<file path="config.mk">
export PLATFORM = sky130hd
export DESIGN_NAME = snare_drum_voice_synth_flat
export DESIGN_NICKNAME = d
export VERILOG_FILES = /design/src/sds_pkg.sv /design/src/sds_if.sv /design/src/sds_sequencer.sv /design/src/sds_datapath.sv /design/src/snare_drum_voice_synth.sv /design/src/flat_wrapper.sv
export SDC_FILE = /design/constraint.sdc
export NUM_CORES = 2
export LEC_CHECK = 0
export BUFFER_PORTS_ARGS = -buffer_cell sky130_fd_sc_hd__clkbuf_2
export CAP_MARGIN = 20
export CORE_ASPECT_RATIO = 0.5
export CORE_MARGIN = 3
export CORE_UTILIZATION = 45
export CTS_CLUSTER_SIZE = 25
export DETAILED_ROUTE_END_ITERATION = 8
export PLACE_DENSITY_LB_ADDON = 0.08
export SLEW_MARGIN = 20
export SYNTH_ARGS = -nofsm -noshare
export SYNTH_HDL_FRONTEND = slang
export SYNTH_SLANG_ARGS = --single-unit
</file>
<file path="constraint.sdc">
create_clock -name clk_i -period 13.05 [get_ports clk_i]
set_clock_uncertainty 0.2 [all_clocks]
set_input_delay 0.6525 -clock clk_i [delete_from_list [all_inputs] [get_ports clk_i]]
set_output_delay 0.6525 -clock clk_i [all_outputs]
set_load 0.02 [all_outputs]
</file>
<file path="src/sds_pkg.sv">
// snare voice package: q24 constants, config register codes and reset values,
// datapath operand and op codes, control word layout and the microcode rom
// no dependencies
package sds_pkg;

  localparam int unsigned CfgW = 25;
  localparam int unsigned DataW = 32;
  localparam int unsigned StepW = 5;
  localparam logic [CfgW-1:0] ONE_Q24 = 25'h100_0000;

  typedef enum logic [2:0] {
    CFG_BODY_FREQ_ONE = 3'd0,
    CFG_BODY_FREQ_TWO = 3'd1,
    CFG_SNAP_FREQ     = 3'd2,
    CFG_BODY_DAMPING  = 3'd3,
    CFG_SNAP_DAMPING  = 3'd4,
    CFG_BODY_DECAY    = 3'd5,
    CFG_SNAP_DECAY    = 3'd6,
    CFG_SNAPPY        = 3'd7
  } cfg_idx_e;

  localparam logic [CfgW-1:0] RST_BODY_FREQ_ONE = 25'd776750;
  localparam logic [CfgW-1:0] RST_BODY_FREQ_TWO = 25'd2485600;
  localparam logic [CfgW-1:0] RST_SNAP_FREQ     = 25'd7170000;
  localparam logic [CfgW-1:0] RST_BODY_DAMPING  = 25'd2097152;
  localparam logic [CfgW-1:0] RST_SNAP_DAMPING  = 25'd5592405;
  localparam logic [CfgW-1:0] RST_BODY_DECAY    = 25'd16775525;
  localparam logic [CfgW-1:0] RST_SNAP_DECAY    = 25'd16772385;
  localparam logic [CfgW-1:0] RST_SNAPPY        = 25'd8388608;

  typedef struct packed {
    logic [CfgW-1:0] body_freq_one;
    logic [CfgW-1:0] body_freq_two;
    logic [CfgW-1:0] snap_freq;
    logic [CfgW-1:0] body_damping;
    logic [CfgW-1:0] snap_damping;
    logic [CfgW-1:0] body_decay;
    logic [CfgW-1:0] snap_decay;
    logic [CfgW-1:0] snappy;
  } cfg_t;

  // operand and destination codes of the datapath
  typedef enum logic [4:0] {
    SRC_ZERO,
    SRC_L1,
    SRC_B1,
    SRC_L2,
    SRC_B2,
    SRC_SL,
    SRC_SB,
    SRC_BE,
    SRC_SE,
    SRC_H,
    SRC_BODY,
    SRC_SNAP,
    SRC_MIX,
    SRC_X,
    SRC_N,
    SRC_F1,
    SRC_F2,
    SRC_SF,
    SRC_BQ,
    SRC_SQ,
    SRC_BD,
    SRC_SD,
    SRC_BG,
    SRC_SG
  } src_e;

  typedef enum logic [2:0] {
    ALU_NOP,
    ALU_ACC,
    ALU_HIGH,
    ALU_HALF,
    ALU_MOV,
    ALU_MIX
  } alu_e;

  typedef enum logic {
    SQ_NEXT,
    SQ_END
  } seq_op_e;

  typedef enum logic {
    ST_IDLE,
    ST_RUN
  } seq_state_e;

  typedef struct packed {
    logic    mul_en;
    src_e    mul_a;
    src_e    mul_b;
    alu_e    alu;
    src_e    ra;
    src_e    rb;
    src_e    dst;
    seq_op_e seq;
  } ucode_t;

  typedef struct packed {
    logic   busy;
    logic   fire;
    ucode_t uc;
  } dp_ctrl_t;

  function automatic ucode_t uw(logic m, src_e a, src_e b, alu_e op, src_e ra,
                                src_e rb, src_e dst, seq_op_e sq);
    ucode_t w;
    w.mul_en = m;
    w.mul_a  = a;
    w.mul_b  = b;
    w.alu    = op;
    w.ra     = ra;
    w.rb     = rb;
    w.dst    = dst;
    w.seq    = sq;
    return w;
  endfunction

  // one sample: three filter steps, two envelope products, two decays, mix
  function automatic ucode_t ucode_rom(logic [StepW-1:0] step);
    ucode_t w;
    case (step)
      5'd0:  w = uw(1'b1, SRC_F1, SRC_B1, ALU_NOP, SRC_ZERO, SRC_ZERO, SRC_ZERO, SQ_NEXT);
      5'd1:  w = uw(1'b1, SRC_BQ, SRC_B1, ALU_ACC, SRC_L1, SRC_ZERO, SRC_L1, SQ_NEXT);
      5'd2:  w = uw(1'b1, SRC_F2, SRC_B2, ALU_HIGH, SRC_X, SRC_L1, SRC_H, SQ_NEXT);
      5'd3:  w = uw(1'b1, SRC_F1, SRC_H, ALU_ACC, SRC_L2, SRC_ZERO, SRC_L2, SQ_NEXT);
      5'd4:  w = uw(1'b1, SRC_BQ, SRC_B2, ALU_ACC, SRC_B1, SRC_ZERO, SRC_B1, SQ_NEXT);
      5'd5:  w = uw(1'b1, SRC_SF, SRC_SB, ALU_HIGH, SRC_X, SRC_L2, SRC_H, SQ_NEXT);
      5'd6:  w = uw(1'b1, SRC_F2, SRC_H, ALU_ACC, SRC_SL, SRC_ZERO, SRC_SL, SQ_NEXT);
      5'd7:  w = uw(1'b1, SRC_SQ, SRC_SB, ALU_ACC, SRC_B2, SRC_ZERO, SRC_B2, SQ_NEXT);
      5'd8:  w = uw(1'b0, SRC_ZERO, SRC_ZERO, ALU_HIGH, SRC_N, SRC_SL, SRC_H, SQ_NEXT);
      5'd9:  w = uw(1'b1, SRC_SF, SRC_H, ALU_HALF, SRC_B1, SRC_B2, SRC_BODY, SQ_NEXT);
      5'd10: w = uw(1'b1, SRC_BODY, SRC_BE, ALU_ACC, SRC_SB, SRC_ZERO, SRC_SB, SQ_NEXT);
      5'd11: w = uw(1'b1, SRC_BE, SRC_BD, ALU_MOV, SRC_ZERO, SRC_ZERO, SRC_BODY, SQ_NEXT);
      5'd12: w = uw(1'b1, SRC_SB, SRC_SE, ALU_MOV, SRC_ZERO, SRC_ZERO, SRC_BE, SQ_NEXT);
      5'd13: w = uw(1'b1, SRC_SE, SRC_SD, ALU_MOV, SRC_ZERO, SRC_ZERO, SRC_SNAP, SQ_NEXT);
      5'd14: w = uw(1'b1, SRC_BODY, SRC_BG, ALU_MOV, SRC_ZERO, SRC_ZERO, SRC_SE, SQ_NEXT);
      5'd15: w = uw(1'b1, SRC_SNAP, SRC_SG, ALU_MOV, SRC_ZERO, SRC_ZERO, SRC_MIX, SQ_NEXT);
      5'd16: w = uw(1'b0, SRC_ZERO, SRC_ZERO, ALU_MIX, SRC_MIX, SRC_ZERO, SRC_ZERO, SQ_END);
      default: w = uw(1'b0, SRC_ZERO, SRC_ZERO, ALU_NOP, SRC_ZERO, SRC_ZERO, SRC_ZERO,
                      SQ_END);
    endcase
    return w;
  endfunction

endpackage

</file>
<file path="src/sds_if.sv">
// valid/ready channel interfaces of the snare voice: command word in, sample word out
// no dependencies
interface sds_in_if;
  logic               valid;
  logic               ready;
  logic               command;
  logic signed [31:0] velocity;
  logic signed [24:0] noise;

  modport source (output valid, output command, output velocity, output noise,
                  input ready);
  modport sink (input valid, input command, input velocity, input noise,
                output ready);
endinterface

interface sds_out_if;
  logic               valid;
  logic               ready;
  logic signed [15:0] sample;

  modport source (output valid, output sample, input ready);
  modport sink (input valid, input sample, output ready);
endinterface

</file>
<file path="src/sds_sequencer.sv">
// microcode sequencer: step counter, control rom lookup, end-of-program wait
// depends on sds_pkg
module sds_sequencer (
  input  logic              clk_i,
  input  logic              rst_ni,
  input  logic              start_i,
  input  logic              out_free_i,
  output sds_pkg::dp_ctrl_t ctrl_o
);

  sds_pkg::seq_state_e             state_q, state_d;
  logic [sds_pkg::StepW-1:0]       step_q, step_d;
  sds_pkg::ucode_t                 uc;

  assign uc = sds_pkg::ucode_rom(step_q);

  always_ff @(posedge clk_i or negedge rst_ni) begin
    if (!rst_ni) begin
      state_q <= sds_pkg::ST_IDLE;
      step_q  <= '0;
    end else begin
      state_q <= state_d;
      step_q  <= step_d;
    end
  end

  always_comb begin
    state_d     = state_q;
    step_d      = step_q;
    ctrl_o.busy = 1'b0;
    ctrl_o.fire = 1'b0;
    ctrl_o.uc   = uc;
    case (state_q)
      sds_pkg::ST_IDLE: begin
        if (start_i) begin
          state_d = sds_pkg::ST_RUN;
          step_d  = '0;
        end
      end
      sds_pkg::ST_RUN: begin
        ctrl_o.busy = 1'b1;
        case (uc.seq)
          sds_pkg::SQ_END: begin
            // hold on the last step until the output register is free
            if (out_free_i) begin
              ctrl_o.fire = 1'b1;
              state_d     = sds_pkg::ST_IDLE;
              step_d      = '0;
            end
          end
          default: step_d = step_q + 1'b1;
        endcase
      end
      default: state_d = sds_pkg::ST_IDLE;
    endcase
  end

endmodule

</file>
<file path="src/sds_datapath.sv">
// datapath: voice state, shared q24 multiplier with product register, alu,
// trigger load and saturated output word register
// depends on sds_pkg
module sds_datapath (
  input  logic               clk_i,
  input  logic               rst_ni,
  input  sds_pkg::cfg_t      cfg_i,
  input  sds_pkg::dp_ctrl_t  ctrl_i,
  input  logic               trig_i,
  input  logic               tick_i,
  input  logic signed [31:0] velocity_i,
  input  logic signed [24:0] noise_i,
  input  logic               out_ready_i,
  output logic               out_free_o,
  output logic               out_valid_o,
  output logic signed [15:0] out_sample_o
);

  localparam int unsigned W = sds_pkg::DataW;

  logic signed [W-1:0] imp_q, imp_d;
  logic signed [W-1:0] l1_q, b1_q, l2_q, b2_q, sl_q, sb_q, be_q, se_q;
  logic signed [W-1:0] h_q, body_q, snap_q, mix_q, x_q, n_q, p_q;
  logic                out_valid_q;
  logic signed [15:0]  sample_q;

  logic [sds_pkg::CfgW-1:0] vel_c, sn_c, bg_c;
  logic signed [W-1:0]      mul_a, mul_b, ra, rb, alu_y, mix_y;
  logic signed [2*W-1:0]    prod;
  logic signed [15:0]       sample_d;

  function automatic logic signed [W-1:0] ext(logic [sds_pkg::CfgW-1:0] v);
    return {{(W-sds_pkg::CfgW){1'b0}}, v};
  endfunction

  function automatic logic signed [W-1:0] rd(sds_pkg::src_e s);
    logic signed [W-1:0] v;
    case (s)
      sds_pkg::SRC_L1:   v = l1_q;
      sds_pkg::SRC_B1:   v = b1_q;
      sds_pkg::SRC_L2:   v = l2_q;
      sds_pkg::SRC_B2:   v = b2_q;
      sds_pkg::SRC_SL:   v = sl_q;
      sds_pkg::SRC_SB:   v = sb_q;
      sds_pkg::SRC_BE:   v = be_q;
      sds_pkg::SRC_SE:   v = se_q;
      sds_pkg::SRC_H:    v = h_q;
      sds_pkg::SRC_BODY: v = body_q;
      sds_pkg::SRC_SNAP: v = snap_q;
      sds_pkg::SRC_MIX:  v = mix_q;
      sds_pkg::SRC_X:    v = x_q;
      sds_pkg::SRC_N:    v = n_q;
      sds_pkg::SRC_F1:   v = ext(cfg_i.body_freq_one);
      sds_pkg::SRC_F2:   v = ext(cfg_i.body_freq_two);
      sds_pkg::SRC_SF:   v = ext(cfg_i.snap_freq);
      sds_pkg::SRC_BQ:   v = ext(cfg_i.body_damping);
      sds_pkg::SRC_SQ:   v = ext(cfg_i.snap_damping);
      sds_pkg::SRC_BD:   v = ext(cfg_i.body_decay);
      sds_pkg::SRC_SD:   v = ext(cfg_i.snap_decay);
      sds_pkg::SRC_BG:   v = ext(bg_c);
      sds_pkg::SRC_SG:   v = ext(sn_c);
      default:           v = '0;
    endcase
    return v;
  endfunction

  // velocity clamp and gains
  always_comb begin
    if (velocity_i[W-1]) begin
      vel_c = '0;
    end else if (velocity_i > ext(sds_pkg::ONE_Q24)) begin
      vel_c = sds_pkg::ONE_Q24;
    end else begin
      vel_c = velocity_i[sds_pkg::CfgW-1:0];
    end
    sn_c = (cfg_i.snappy > sds_pkg::ONE_Q24) ? sds_pkg::ONE_Q24 : cfg_i.snappy;
    bg_c = sds_pkg::ONE_Q24 - {1'b0, sn_c[sds_pkg::CfgW-1:1]};
  end

  assign imp_d = ext(vel_c) + (ext(vel_c) <<< 1);

  // operand selection
  always_comb begin
    mul_a = rd(ctrl_i.uc.mul_a);
    mul_b = rd(ctrl_i.uc.mul_b);
    ra    = rd(ctrl_i.uc.ra);
    rb    = rd(ctrl_i.uc.rb);
  end

  assign prod = mul_a * mul_b;

  always_comb begin
    alu_y = '0;
    case (ctrl_i.uc.alu)
      sds_pkg::ALU_ACC:  alu_y = ra + p_q;
      sds_pkg::ALU_HIGH: alu_y = ra - rb - p_q;
      sds_pkg::ALU_HALF: alu_y = (ra + rb) >>> 1;
      sds_pkg::ALU_MOV:  alu_y = p_q;
      default:           alu_y = '0;
    endcase
  end

  // final sum, shift to q14 and saturate
  always_comb begin
    mix_y = ra + p_q;
    if (mix_y[W-1:25] != {(W-25){mix_y[W-1]}}) begin
      sample_d = mix_y[W-1] ? 16'sh8000 : 16'sh7fff;
    end else begin
      sample_d = mix_y[25:10];
    end
  end

  always_ff @(posedge clk_i) begin
    if (ctrl_i.busy && ctrl_i.uc.mul_en) begin
      p_q <= prod[55:24];
    end
    if (tick_i) begin
      x_q <= imp_q;
      n_q <= {{(W-25){noise_i[24]}}, noise_i};
    end
    if (ctrl_i.fire) begin
      sample_q <= sample_d;
    end
  end

  always_ff @(posedge clk_i or negedge rst_ni) begin
    if (!rst_ni) begin
      imp_q       <= '0;
      l1_q        <= '0;
      b1_q        <= '0;
      l2_q        <= '0;
      b2_q        <= '0;
      sl_q        <= '0;
      sb_q        <= '0;
      be_q        <= '0;
      se_q        <= '0;
      h_q         <= '0;
      body_q      <= '0;
      snap_q      <= '0;
      mix_q       <= '0;
      out_valid_q <= 1'b0;
    end else begin
      if (trig_i) begin
        imp_q <= imp_d;
        be_q  <= ext(sds_pkg::ONE_Q24);
        se_q  <= ext(vel_c);
      end else if (tick_i) begin
        imp_q <= '0;
      end
      if (ctrl_i.busy && ctrl_i.uc.alu != sds_pkg::ALU_NOP
          && ctrl_i.uc.alu != sds_pkg::ALU_MIX) begin
        case (ctrl_i.uc.dst)
          sds_pkg::SRC_L1:   l1_q   <= alu_y;
          sds_pkg::SRC_B1:   b1_q   <= alu_y;
          sds_pkg::SRC_L2:   l2_q   <= alu_y;
          sds_pkg::SRC_B2:   b2_q   <= alu_y;
          sds_pkg::SRC_SL:   sl_q   <= alu_y;
          sds_pkg::SRC_SB:   sb_q   <= alu_y;
          sds_pkg::SRC_BE:   be_q   <= alu_y;
          sds_pkg::SRC_SE:   se_q   <= alu_y;
          sds_pkg::SRC_H:    h_q    <= alu_y;
          sds_pkg::SRC_BODY: body_q <= alu_y;
          sds_pkg::SRC_SNAP: snap_q <= alu_y;
          sds_pkg::SRC_MIX:  mix_q  <= alu_y;
          default: ;
        endcase
      end
      if (ctrl_i.fire) begin
        out_valid_q <= 1'b1;
      end else if (out_ready_i) begin
        out_valid_q <= 1'b0;
      end
    end
  end

  assign out_free_o   = !out_valid_q || out_ready_i;
  assign out_valid_o  = out_valid_q;
  assign out_sample_o = sample_q;

endmodule

</file>
<file path="src/snare_drum_voice_synth.sv">
// snare drum voice, top level: config registers, input handshake,
// sequencer and datapath; depends on sds_pkg, sds_if, sds_sequencer, sds_datapath
//
// usage
//   in_i carries command words: command 1 is a trigger (velocity used), command 0
//   is a tick (noise used). a trigger makes no output word and does not start the program;
//   in_i stays ready after it. a tick makes exactly one sample word on out_o.
//   a tick runs a 17-step microprogram on one shared 32x32 multiplier, so
//   in_i drops ready once a tick is taken, and a new command word is taken
//   only after the program ends and writes its sample to the output register.
//   the program holds fifteen products and two steps that wait on a product.
//   out_o has a one-word output register: a new command word is taken while a
//   finished sample waits; if the receiver stalls, the next tick holds on its
//   last step until the output register frees, then in_i is ready again.
//   config writes (cfg_we_i, cfg_idx_i, cfg_wdata_i) take effect the next cycle
//   and are meant for idle periods.
//   reset clears the voice state except the product, input and sample registers
//   and loads the default coefficients; the block is ready once reset is released.
module snare_drum_voice_synth (
  input  logic                     clk_i,
  input  logic                     rst_ni,
  sds_in_if.sink                   in_i,
  sds_out_if.source                out_o,
  input  logic                     cfg_we_i,
  input  logic [2:0]               cfg_idx_i,
  input  logic [sds_pkg::CfgW-1:0] cfg_wdata_i
);

  sds_pkg::cfg_t     cfg_q;
  sds_pkg::dp_ctrl_t ctrl;
  logic              in_fire, tick, trig, out_free;

  assign in_i.ready = !ctrl.busy;
  assign in_fire    = in_i.valid && in_i.ready;
  assign tick       = in_fire && !in_i.command;
  assign trig       = in_fire && in_i.command;

  always_ff @(posedge clk_i or negedge rst_ni) begin
    if (!rst_ni) begin
      cfg_q.body_freq_one <= sds_pkg::RST_BODY_FREQ_ONE;
      cfg_q.body_freq_two <= sds_pkg::RST_BODY_FREQ_TWO;
      cfg_q.snap_freq     <= sds_pkg::RST_SNAP_FREQ;
      cfg_q.body_damping  <= sds_pkg::RST_BODY_DAMPING;
      cfg_q.snap_damping  <= sds_pkg::RST_SNAP_DAMPING;
      cfg_q.body_decay    <= sds_pkg::RST_BODY_DECAY;
      cfg_q.snap_decay    <= sds_pkg::RST_SNAP_DECAY;
      cfg_q.snappy        <= sds_pkg::RST_SNAPPY;
    end else if (cfg_we_i) begin
      case (sds_pkg::cfg_idx_e'(cfg_idx_i))
        sds_pkg::CFG_BODY_FREQ_ONE: cfg_q.body_freq_one <= cfg_wdata_i;
        sds_pkg::CFG_BODY_FREQ_TWO: cfg_q.body_freq_two <= cfg_wdata_i;
        sds_pkg::CFG_SNAP_FREQ:     cfg_q.snap_freq     <= cfg_wdata_i;
        sds_pkg::CFG_BODY_DAMPING:  cfg_q.body_damping  <= cfg_wdata_i;
        sds_pkg::CFG_SNAP_DAMPING:  cfg_q.snap_damping  <= cfg_wdata_i;
        sds_pkg::CFG_BODY_DECAY:    cfg_q.body_decay    <= cfg_wdata_i;
        sds_pkg::CFG_SNAP_DECAY:    cfg_q.snap_decay    <= cfg_wdata_i;
        sds_pkg::CFG_SNAPPY:        cfg_q.snappy        <= cfg_wdata_i;
        default: ;
      endcase
    end
  end

  sds_sequencer u_seq (
    .clk_i      (clk_i),
    .rst_ni     (rst_ni),
    .start_i    (tick),
    .out_free_i (out_free),
    .ctrl_o     (ctrl)
  );

  sds_datapath u_dp (
    .clk_i        (clk_i),
    .rst_ni       (rst_ni),
    .cfg_i        (cfg_q),
    .ctrl_i       (ctrl),
    .trig_i       (trig),
    .tick_i       (tick),
    .velocity_i   (in_i.velocity),
    .noise_i      (in_i.noise),
    .out_ready_i  (out_o.ready),
    .out_free_o   (out_free),
    .out_valid_o  (out_o.valid),
    .out_sample_o (out_o.sample)
  );

endmodule

</file>
<file path="src/flat_wrapper.sv">
// flat-port wrapper written by rule: the top's interface ports become plain ports
module snare_drum_voice_synth_flat 
  (clk_i, rst_ni, cfg_we_i, cfg_idx_i, cfg_wdata_i, in_i_valid, in_i_command, in_i_velocity, in_i_noise, in_i_ready, out_o_valid, out_o_sample, out_o_ready);
  sds_in_if in_i_i ();
  sds_out_if out_o_i ();
  input  logic clk_i;
  input  logic rst_ni;
  input  logic cfg_we_i;
  input  logic [2:0] cfg_idx_i;
  input  logic [sds_pkg::CfgW-1:0] cfg_wdata_i;
  input wire logic [$bits(in_i_i.valid)-1:0] in_i_valid;
  input wire logic [$bits(in_i_i.command)-1:0] in_i_command;
  input wire logic [$bits(in_i_i.velocity)-1:0] in_i_velocity;
  input wire logic [$bits(in_i_i.noise)-1:0] in_i_noise;
  output wire logic [$bits(in_i_i.ready)-1:0] in_i_ready;
  output wire logic [$bits(out_o_i.valid)-1:0] out_o_valid;
  output wire logic [$bits(out_o_i.sample)-1:0] out_o_sample;
  input wire logic [$bits(out_o_i.ready)-1:0] out_o_ready;
  assign in_i_i.valid = in_i_valid;
  assign in_i_i.command = in_i_command;
  assign in_i_i.velocity = in_i_velocity;
  assign in_i_i.noise = in_i_noise;
  assign in_i_ready = in_i_i.ready;
  assign out_o_valid = out_o_i.valid;
  assign out_o_sample = out_o_i.sample;
  assign out_o_i.ready = out_o_ready;
  snare_drum_voice_synth u_core (.clk_i(clk_i), .rst_ni(rst_ni), .in_i(in_i_i), .out_o(out_o_i), .cfg_we_i(cfg_we_i), .cfg_idx_i(cfg_idx_i), .cfg_wdata_i(cfg_wdata_i));
endmodule
</file>
==> impl_metrics.tcl <==
set metrics [dict create \
    finalCriticalPeriod_ns 12.77 \
    insertion_delay_ns 0.76 \
    drtIter0Drc 12400 \
    antenna_found_initial 22 \
    grt_pass1_vias 70600 \
    cts_tree "done" \
    final.setup.tns_ns 0 \
    ys_seq_area_share_pct 24.0 \
    worst_slew_pin_slew_ns 1.30 \
    ioPinCount 109 \
    critPathKind "reg -> reg" \
    layout_worst_path_cycle_share_pct 97.9 \
    async_reset_ff_share_pct 86.1 \
    outcome "finished, violations left" \
    grt_pass1_wl_um 561000 \
    ys_seq_elements 718 \
    row_count 107 \
    grt_max_degree 162 \
    path_buf_inv 9 \
    hold_class "in -> reg" \
    critPathMaxFanout 14 \
    worst_setup_path_start_kind "register" \
    start_util_pct 45.4 \
    synth_ff_type "dfrtp_1" \
    syn2layout_area_growth_pct 11.4 \
    fp.coreArea_um2 171000 \
    synth.avg_cell_area_um2 9.14 \
    drv_slew 0 \
    hold_viol 0 \
    hpwlAfterDp_um 304000 \
    final_antenna_net_count 0 \
    critPathRequiredTime_ns 13.32 \
    wirelength_um 404000 \
    layout_common_cells "inv_1 (1112), fa_1 (1016), nand2_1 (925)" \
    gp_congestion 1.08 \
    cts_buffers 81 \
    regMostFlops "u_core.cfg_q" \
    violations "DRC" \
    fin_nets 10000 \
    drc 9 \
    synth_top_area_share_pct 26.2 \
    drive_gt1_share_pct 14.0 \
    yosysWarnings 0 \
    cts.sinks 718 \
    cpMaxStageDelayCell "a2111oi_0" \
    cp_top_family "adder cells" \
    synth_edf_count 100 \
    h-tree-depth 3 \
    maxClockFrequency_ghz 0.0783 \
    portBuffers 108 \
    maxCapViolCount 0 \
    syn-cell-area_um2 77500 \
    die_w_um 593 \
    die-area_um2 178000 \
    final_common_cell "inv_1" \
    routedWlPerCell_um 36.8 \
    cts_root_buffer "clkbuf_16" \
    relSlewSlack_pct 13.6 \
    synthCells 8478 \
    clk_path_buf_depth 3 \
    end_kind "register" \
    grt_overflow_total 0 \
    avgViaCountPerCell 6.58 \
    critical_path.max_stage_delay_ns 0.98 \
    synth_top_area_cell "fa_1" \
    synth_fp_nets 9883 \
    die-height_um 299 \
    synth_area_leaders "fa_1 (26%), dfrtp_1 (17%), inv_1 (5.4%)" \
    firstDrtPassIters 9 \
    largest_reg_flops 200 \
    arrival_ns 13.04 \
    clkTransAtPathRegs_ns 0.06 \
    setup_viol 0 \
    vias 72100 \
    track_usage_pct 45.2 \
    ys_types 111 \
    rsz0062_at_grt "false" \
]
-- cell families after synthesis --
kind of cell	count (synthesis)	synth area share, %
buffers and inverters	1667	8.18
muxes	275	4.01
and+or+nand+nor	2520	14.5
DFF	718	24.0
xor gates and xnor gates	170	1.92
AOI/OAI and AO/OA	1814	16.4
adders and majority gates	1314	31.0
-- path summary, 6_finish.rpt --
path                                                    end  cells past startpoint  slack, ns                          startpoint
setup / recovery              u_core.u_dp.p_q[30]$_DFFE_PP_                     39       0.28  u_core.u_seq.step_q[0]$_DFFE_PN0P_
hold / removal                u_core.cfg_q[190]$_DFFE_PN1P_                      2       0.06                     cfg_wdata_i[15]
setup reg to reg              u_core.u_dp.p_q[30]$_DFFE_PP_                     39       0.28  u_core.u_seq.step_q[0]$_DFFE_PN0P_
hold reg to reg                u_core.u_dp.x_q[7]$_DFFE_PP_                      0       0.23    u_core.u_dp.imp_q[7]$_DFFE_PN0P_
max in group asynchronous  u_core.u_dp.imp_q[1]$_DFFE_PN0P_                      5       9.25                              rst_ni
min in group asynchronous  u_core.u_dp.b2_q[16]$_DFFE_PN0P_                      2       0.35                              rst_ni
-- stage by stage --
step | utilization, % | instance area, µm² | setup slack, ns | std cells | hold WS, ns
floorplan | - | 77500 | 1.89 | 8478 | 0.157
global placement | 48.7 | 83100 | 0.491 | 10800 | 0.230
detailed placement | 48.7 | 83100 | 0.407 | 10800 | 0.230
CTS | 50.5 | 86200 | 0.349 | 10900 | 0.0321
global route | 50.6 | 86300 | 0.00604 | 11000 | 0.0506
finish | 50.6 | 86400 | 0.279 | 11000 | 0.0561
-- what timing repair did --
item	in CTS	in global routing
hold buffers	26	0
setup endpoints to repair	0	15
resized for setup	0	5
setup buffers	0	0
hold endpoints to repair	95	0
-- cell usage after synthesis, drive strengths merged (123+ instances only) --
library cell     n
inv           1112
fa            1016
nand2          932
nor2           860
dfrtp          534
clkbuf         476
a21oi          382
o21ai          363
a22oi          319
ha             298
mux2           237
nand3          172
a221oi         170
a22o           132
xnor2          123
-- final cells by class --
type                       count  area, µm²
fill                       16300      84300
multi-input combinational   6093      53400
clock buffer                 111       2290
sequential                   718      18600
antenna                       12       30.0
timing repair buffer         585       4520
clock inverter                41        498
tap                         2289       2860
inverter                    1117       4190
-- layer usage --
layer  share of wire, %  routed length, µm  global-route usage [%]
met2                 38             155000                    60.2
met5              0.027                111                   0.135
met1                 41             165000                    62.3
met4                5.2              20900                    18.7
met3                 16              63400                    21.3
Power is left out: the tool's default activity adds up to more than one toggle a clock period on the data nets, which glitch-free logic cannot reach.
